### config.mk
export PLATFORM = sky130hd
export DESIGN_NAME = bdq_store
export DESIGN_NICKNAME = d
export VERILOG_FILES = /design/src/sv/bdq_pkg.sv /design/src/sv/bdq_store.sv
export SDC_FILE = /design/constraint.sdc
export NUM_CORES = 1
export LEC_CHECK = 0
export BUFFER_PORTS_ARGS = -buffer_cell sky130_fd_sc_hd__buf_4
export CORE_MARGIN = 2
export CORE_UTILIZATION = 66
export DETAILED_ROUTE_END_ITERATION = 10
export PLACE_DENSITY_LB_ADDON = 0.2
export SLEW_MARGIN = 30
export SYNTH_ARGS = -nofsm -noshare
export SYNTH_HDL_FRONTEND = slang
export SYNTH_SLANG_ARGS = --single-unit
### constraint.sdc
create_clock -name clk -period 6.1 [get_ports clk]
set_input_delay 0.915 -clock clk [delete_from_list [all_inputs] [get_ports clk]]
set_output_delay 0.915 -clock clk [all_outputs]
set_load 0.05 [all_outputs]
### src/sv/bdq_pkg.sv
// ----------------------------------------------------------------------------
// Bounded deque package
// Shared word types, action and status codes and size defaults.
// ----------------------------------------------------------------------------
package bdq_pkg;

  localparam int DATA_W    = 32;
  localparam int ACTION_W  = 3;
  localparam int STATUS_W  = 2;
  localparam int FILL_W    = 5;
  localparam int DEPTH_DEF = 16;

  // Action codes carried in the input word.
  localparam logic [ACTION_W-1:0] ACT_PUSH_FRONT = 3'd0;
  localparam logic [ACTION_W-1:0] ACT_PUSH_BACK  = 3'd1;
  localparam logic [ACTION_W-1:0] ACT_POP_FRONT  = 3'd2;
  localparam logic [ACTION_W-1:0] ACT_POP_BACK   = 3'd3;
  localparam logic [ACTION_W-1:0] ACT_SEARCH     = 3'd4;

  // Status codes carried in the result word.
  localparam logic [STATUS_W-1:0] ST_OK        = 2'd0;
  localparam logic [STATUS_W-1:0] ST_EMPTY     = 2'd1;
  localparam logic [STATUS_W-1:0] ST_FULL      = 2'd2;
  localparam logic [STATUS_W-1:0] ST_NOT_FOUND = 2'd3;

  typedef struct packed {
    logic [ACTION_W-1:0]      action;
    logic signed [DATA_W-1:0] value;
  } in_word_t;

  typedef struct packed {
    logic [STATUS_W-1:0] status;
    logic [FILL_W-1:0]   fill_count;
  } out_word_t;

endpackage

### src/sv/bdq_store.sv
// ----------------------------------------------------------------------------
// Bounded deque entry store
// Ring storage: one write port and one read port with registered read data.
// ----------------------------------------------------------------------------
module bdq_store #(
  parameter int DEPTH = bdq_pkg::DEPTH_DEF
) (
  input  logic                       clk,
  input  logic                       wr_en,
  input  logic [$clog2(DEPTH)-1:0]   wr_addr,
  input  logic [bdq_pkg::DATA_W-1:0] wr_data,
  input  logic                       rd_en,
  input  logic [$clog2(DEPTH)-1:0]   rd_addr,
  output logic [bdq_pkg::DATA_W-1:0] rd_data
);

  logic [bdq_pkg::DATA_W-1:0] mem [DEPTH];
  logic [bdq_pkg::DATA_W-1:0] rd_data_r;

  always_ff @(posedge clk) begin
    if (wr_en) begin
      mem[wr_addr] <= wr_data;
    end
  end

  always_ff @(posedge clk) begin
    if (rd_en) begin
      rd_data_r <= mem[rd_addr];
    end
  end

  assign rd_data = rd_data_r;

endmodule
==> results.py <==
metrics = {
    "outcome": {
        "status": "finished, final reports clean",
    },
    "yosys": {
        "number_of_enable_type_register_cells_in_the_synthesized_netlist": 544,
        "synth.top_cell.area_share_pct": 81.0,
        "synth_area_per_cell_um2": 24.1,
        "synthesis.nets": 881,
        "seq_area_frac_synth_pct": 81.0,
        "yosys-mux-area-fraction_pct": 14.3,
        "ys_async_sr_fraction_pct": 0,
        "postSynthRegisterBits": 544,
        "synthTopCellsByCount": "544 x edfxtp_1, 128 x mux4_2, 64 x a22oi_1, 33 x nand2_1, 17 x clkbuf_1",
        "synth_top_cells_by_area": "edfxtp_1 81%, mux4_2 14%, a22oi_1 2.4%",
        "combinational_family_with_the_most_area_after_synthesis": "multiplexers",
        "synth.distinct_cells": 17,
        "synth_flop_cell": "edfxtp_1",
        "synth_area_leader_cell": "edfxtp_1",
        "warnings_from_yosys": 0,
        "post_synthesis_adder_cell_area_fraction_pct": 0,
        "synth.most_common_cell": "edfxtp_1",
        "parity_gate_share_of_the_synthesized_area_counting_xor_and_xnor_cells_pct": 0,
        "synth-compound-area-share_pct": 2.38,
        "synth.cell_area_um2": 20200,
        "syn-instance-count": 838,
        "synth_simple_gate_area_share_pct": 1.25,
    },
    "clock_tree": {
        "cts.htree.levels": 2,
        "clock_sink_count": 544,
        "clockBufferDepth": 3,
        "cts.repair.resized": 0,
        "cts-hold-fix-buffers": 0,
        "cts.repair_timing.setup_buffer_count": 0,
        "cts_buffers": 52,
        "cts.clk_slew.worst_paths_ps": 60,
        "worst_skew_pair.late_latency_ps": 570,
        "cts_tree": "done",
        "clockRootBuffer": "clkbuf_16",
    },
    "global_routing": {
        "vias_in_the_first_global_route": 9611,
        "grt_use_total_pct": 28.0,
        "grt_max_degree": 78,
        "globalRouteOverflowTotal": 0,
        "grt_first_pass_wirelength_um": 62200,
        "antenna_found_initial": 1,
    },
    "layout": {
        "layout-drive-gt1-share_pct": 31.5,
        "post-route-cell-area_um2": 22900,
        "nets": 993,
        "area_growth_pct": 13.3,
    },
    "timing": {
        "clock.fmax_ghz": 0.419,
        "timing.final.max_slew_violations": 0,
        "worst_clock_skew_ps": 21.9,
        "timing.max_slew.rel_slack_pct": 44.7,
        "grt_setup_unrepaired": "false",
        "setup_viol": 0,
        "tightestPinTransition_ps": 829,
        "post-route-min-period_ps": 2380,
        "finalCritPeriodShare_pct": 39.1,
        "hold_violations": 0,
        "fin_tns_setup_ps": 0,
    },
    "floorplanning": {
        "dieWidth_um": 179,
        "floorplan.die.height_um": 179,
        "floorplan.die_area_um2": 32000,
        "rows": 64,
        "core_area_um2": 30300,
        "num_io_pins": 75,
        "initial_core_util_pct": 66.5,
    },
    "min_path": {
        "whs_endpoint": "mem[14][25]",
        "hold_path.startpoint": "wr_data[25]",
        "hold_path.class": "in2reg",
        "timing.hold.worst_path_depth": 1,
    },
    "power_and_ir_drop": {
        "power.density_nw_per_um2": 331,
        "power.ir.vdd_worst_mv": 0.261,
        "power.leakage_nw": 7.31,
    },
    "worst_setup_path": {
        "crit_type": "in2reg",
        "worstPathBufferInverterCount": 2,
        "timing.critical_path.depth": 4,
        "r2r_cells": 3,
        "series_of_cell_instances_along_the_critical_path": "buf_4, nand3b_1, nor2_4, buf_4",
        "crit_path_frequent_cell": "buf_4",
        "worst_r2r_endpoint": "rd_data[4]",
        "critPathSlowestCell": "nor2_4",
        "worst_ep_arrival_time_ps": 2600,
        "r2r_setup_slack_ps": 4580,
        "cpLargestDelayFamily": "simple AND/OR/NAND/NOR gates",
        "worst_r2r_startpoint": "mem[12][4]",
        "critical_path.max_stage_delay_ps": 700,
        "worstPathMaxFanout": 17,
        "cp_data_required_time_ps": 6310,
        "nature_of_the_critical_path_endpoint": "flip-flop",
        "critical_path.startpoint_type": "input pin",
    },
    "detailed_routing": {
        "route.antenna.remaining_nets": 0,
        "routed-via-count": 9247,
        "detailedRoute.firstPassIterationCount": 8,
        "route.final.wire_length_um": 43200,
        "avgRoutedWirePerCell_um": 31.3,
        "drc_errors": 0,
        "initialDrtViolationCount": 1098,
        "detail_route.vias_per_cell": 6.70,
    },
    "placed_design": {
        "placement.io_buffers": 74,
        "placed_cell_area_um2": 21300,
        "routabilityCongestion": 0.699,
        "place.detailed.hpwl_um": 20100,
    },
    "run": {
        "reported_max_cap_violation_count": 0,
    },
}
area by class of cell:
type                    count  area [µm²]
multi-input cells         251        3740
clock buffers              69        1390
well taps                 396         495
flip-flops and latches    544       16300
diodes                      1        2.50
fillers                  1574        7490
clock inverters            18         110
repair buffers            101         790
stage by stage:
step | cells | hold WS, ps | utilization [%] | total power [W] | setup slack, ps
floorplan | 838 | 710 | - | 0.00457 | 2010
global placement | 1291 | 723 | 70.3 | 0.00472 | 2650
detailed placement | 1291 | 733 | 70.3 | 0.00475 | 2540
CTS | 1378 | 618 | 75.2 | 0.00760 | 3130
global route | 1380 | 641 | 75.3 | 0.00777 | 3570
finish | 1380 | 640 | 75.3 | 0.00757 | 3720
layout by cell type (no fill, tap or decap), types with 2 or more instances in the layout:
master | synthesis | layout
edfxtp_1 | 544 | 544
mux4_2 | 128 | 128
buf_4 | 11 | 98
a22oi_1 | 64 | 64
clkbuf_16 | 0 | 53
nand2_1 | 33 | 33
clkbuf_1 | 17 | 16
nor2_4 | 0 | 12
clkinv_1 | 0 | 10
clkinv_2 | 0 | 5
nor3_2 | 0 | 4
nand3b_1 | 2 | 2
nand2b_1 | 2 | 2
inv_6 | 0 | 2
power by group:
group          total [W]  leakage, nW  internal (W)  switching (W)
clock network    0.00289        0.730       0.00162        0.00127
logic           0.000435         1.63      0.000163       0.000272
registers        0.00424         4.94       0.00421      0.0000279
cells by family after synthesis:
family / after synthesis
buffers and inverters: 43
DFF: 544
and+or+nand+nor: 59
AOI/OAI and AO/OA: 64
muxes: 128
worst max path at each step:
stage | to | slack (ps) | from
after floorplan | mem[0][0] | 2010 | wr_addr[2]
after global placement | rd_data[22] | 2650 | rd_addr[0]
after detailed placement | rd_data[22] | 2540 | rd_addr[0]
after CTS | rd_data[13] | 3130 | rd_addr[0]
after global routing | rd_data[17] | 3570 | rd_addr[0]
final | mem[5][28] | 3720 | wr_addr[3]
flip-flops by register name, summed over array words and instances (netlist names):
register	cells
mem	512
rd_data	32
metal layers:
layer	share of wire (%)	GRT usage (%)	vias up
met2	54	47.9	501
met4	2.2	9.11	0
li1	-	-	3814
met3	8.3	4.37	75
met1	36	37.7	4857
met5	0	0	-
No activity file was read; power rests on OpenSTA's default activity.
